## src/rtl/bpa_ram.sv

```systemverilog
// ----------------------------------------------------------------------------
// bpa_ram
// Generic single write port, single read port RAM with registered read.
// ----------------------------------------------------------------------------
module bpa_ram #(
    parameter int WIDTH = 8,
    parameter int DEPTH = 256
) (
    input  logic                     clk,
    input  logic                     we,
    input  logic [$clog2(DEPTH)-1:0] waddr,
    input  logic [WIDTH-1:0]         wdata,
    input  logic [$clog2(DEPTH)-1:0] raddr,
    output logic [WIDTH-1:0]         rdata
);

    logic [WIDTH-1:0] mem [DEPTH];
    logic [WIDTH-1:0] rdata_reg;

    // write port
    always_ff @(posedge clk)
    begin
        if (we)
        begin
            mem[waddr] <= wdata;
        end
    end

    // registered read
    always_ff @(posedge clk)
    begin
        rdata_reg <= mem[raddr];
    end

    assign rdata = rdata_reg;

endmodule

```

## config.mk

```make
export PLATFORM = sky130hd
export DESIGN_NAME = bpa_ram
export DESIGN_NICKNAME = d
export VERILOG_FILES = /design/src/rtl/bpa_ram.sv
export SDC_FILE = /design/constraint.sdc
export NUM_CORES = 2
export LEC_CHECK = 0
export BUFFER_PORTS_ARGS = -buffer_cell sky130_fd_sc_hd__clkbuf_2
export CAP_MARGIN = 10
export CORE_ASPECT_RATIO = 1.75
export CORE_UTILIZATION = 62
export DETAILED_ROUTE_END_ITERATION = 6
export PLACE_DENSITY = 0.77
export SKIP_CTS_REPAIR_TIMING = 1
export SLEW_MARGIN = 20
export SYNTH_ARGS = -nofsm -noshare
export SYNTH_HDL_FRONTEND = slang
export SYNTH_SLANG_ARGS = --single-unit
```

## constraint.sdc

```tcl
create_clock -name clk -period 2.8 [get_ports clk]
set_clock_uncertainty 0.1 [all_clocks]
set_input_delay 0.14 -clock clk [delete_from_list [all_inputs] [get_ports clk]]
set_output_delay 0.14 -clock clk [all_outputs]
set_load 0.005 [all_outputs]
```

==> flow_summary.ini <==
[outcome]
run_status = complete, no violations

[grt]
grt_use_met1_pct = 37.8
grt_remaining_overflow = 0
grt_max_degree = 120
grt_usage_pct = 31.7
grt_pass1_wl_um = 289000
grt_pass1_vias = 42100
grtUsageMet3_pct = 5.54
busiest_layer = met2
grt_util_met2_pct = 54.4
antenna_found_initial = 7

[placement]
place.gp.congestion = 0.926
postPlaceCellArea_um2 = 85200
hpwlAfterDp_um = 129000
pre_cts_ws_ps = -582
port_buffers = 33
placed_cells = 5741

[finish]
multiInputGateArea_um2 = 16500
areaGrowthSynthToFinish_pct = 14.0
stdcell_count = 6060
fin_area_um2 = 90700
fillers = 7059
fin_util_pct = 71.4
final_nets = 4284
drive_above_1_share_pct = 29.3
regArea_um2 = 61700
largest_register_ffs = 2048

[flow_run]
cap_violations = 0

[logic_synthesis]
syn_avg_cell_area_um2 = 21.3
yosys_warnings = 0
synth_top_area_share_pct = 77.3
syn-cell-area_um2 = 79600
async_reset_ff_share_pct = 0
synth_edf_count = 2048
seq_area_frac_synth_pct = 77.5
ys.flop_type = edfxtp_1
synthesis.nets = 3759
syn_inst = 3733
synth_area_leader_cell = edfxtp_1
yosysUniqueCellTypes = 55
ys_seq_elements = 2056
synth_area_leaders = edfxtp_1, mux4_2, mux2i_1, nor2_1, a22oi_1

[min_path]
hp-start = waddr[0]
hold_path_depth = 4
min_path_type = input pin to flip-flop
hold_end = mem[135][7]

[clock_network]
numCtsBuffers = 168
cts-htree-levels = 4
root_buffer = clkbuf_16
cts_buffer_depth = 3
numClockSinks = 2056
clk-insertion-delay-late_ps = 810
clkSlewWorstSetupHoldPaths_ps = 70
cts_tree = done

[setup_path]
reg2reg_from = mem[12][7]
timing_worst_setup_path_type = flip-flop to flip-flop
crit_required_ps = 3350
path_max_fanout = 1
reg2reg_depth = 6
cp-end-kind = flip-flop
startpoint_type = flip-flop
worstPathArrival_ps = 3350
reg2reg_slack_ps = 0.9
reg2reg_to = rdata[7]

[floorplan]
coreArea_um2 = 127000
fp.dieW_um = 273
die_y_um = 476
io_pins = 34
row_count = 173
die_area_um2 = 130000
initial_core_util_pct = 62.6

[drt]
ant_nets = 0
routed-via-count = 41300
dr.pass1.iters = 5
drt_wl_total_um = 201000
routedWlPerCell_um = 33.2
drc = 0
first_iter_violations = 5462
via_per_inst = 6.81

[power_and_ir_drop]
ir_worst_vdd_uv = 571
p_per_area_nw_per_um2 = 669
leakage_nw = 29.1

[sta]
period_needed_ps = 2800
tightest_slew_ps = 1060
finalHoldViolations = 0
max_freq_mhz = 357
grt_setup_unrepaired = no
post-route-period-util_pct = 100
maxSlewViolCount = 0
max_slew_margin_pct = 28.5
layout_setup_ws_ps = 0.902
setup_viol_count_final = 0
==> where the power goes <==
| group | leakage, nW | internal (W) | total, W | switching, W |
|---|---|---|---|---|
| clock network | 2.63 | 0.0127 | 0.0234 | 0.0107 |
| registers | 18.5 | 0.0339 | 0.0340 | 0.0000645 |
| logic | 8.01 | 0.00127 | 0.00334 | 0.00207 |
==> cell type report <==
class	instances	share of cell area, %
multi-input combinational	1442	18.2
tap	1662	2.29
inverter	2	0.00827
clock inverter	99	1.09
timing repair buffer	588	5.59
sequential	2056	68.0
clock buffer	207	4.84
antenna	4	0.0110
==> synth_stat cells, types with 8 or more instances <==
cell type     n
edfxtp_1   2048
nor2_1      282
o21ai_0      10
buf_12        8
nand2_1      33
o22ai_1      28
a21oi_1      96
nand4_1      10
buf_1        22
nor3_1       22
a22oi_1     133
o221ai_1     46
a22o_1        8
dfxtp_1       8
mux2i_1     134
nand3_1      34
a211oi_1     16
o211ai_1     10
buf_4        27
buf_8        13
mux4_2      454
nor2b_1      31
buf_6        21
nor4_1       24
nand2b_1      8
clkbuf_1    111
a221oi_1     13
buf_2        31
==> metal layers <==
layer	up-vias	part of all wire, %	wire length [um]
li1	16700	-	-
met1	21200	32	63900
met2	2729	52	104000
met3	638	9.5	19100
met4	12	6.8	13600
met5	-	0.033	67
==> layout by cell type (no fill, tap or decap), types with 46 or more instances in the layout <==
| master | n |
|---|---|
| a22oi_1 | 133 |
| mux2i_1 | 134 |
| o221ai_1 | 46 |
| buf_12 | 50 |
| nor2_1 | 279 |
| mux4_2 | 454 |
| a21oi_1 | 96 |
| buf_4 | 497 |
| clkbuf_16 | 170 |
| edfxtp_1 | 2048 |
==> worst max-delay path, stage by stage, from the launching register on <==
cell and delay (ps):
edfxtp_1 400, mux4_2 530, a22oi_1 320, a21oi_1 200
nor4_1 800, buf_4 240, nor4_1 50
==> cell families (layout without fill, tap and decap cells) <==
family	Yosys count	count (layout)	synth area share, %
other	0	4	0
flip-flops	2056	2056	77.5
AND/OR/NAND/NOR	466	466	2.63
AO/OA/AOI/OAI	385	385	3.42
multiplexers	591	591	14.6
buffers and inverters	235	896	1.83
==> stage by stage <==
stage,TNS [ps],hold slack (ps),total power [W]
after global placement,-3330,453,0.0378
after floorplan,0,139,0.0363
final,0,45.5,0.0607
after detailed placement,-2960,461,0.0379
after global routing,0,23.0,0.0620
after CTS,-626,-398,0.0608
==> how the worst max path moves through the flow <==
stage               start       end  cells after the start
5_1_grt        mem[87][1]  rdata[1]                      6
3_3_place_gp     raddr[1]  rdata[4]                      9
4_1_cts        mem[82][2]  rdata[2]                      6
2_1_floorplan    raddr[0]  rdata[2]                      9
3_5_place_dp     raddr[1]  rdata[2]                      9
6_report       mem[12][7]  rdata[7]                      6
No activity file was read; power rests on OpenSTA's default activity.
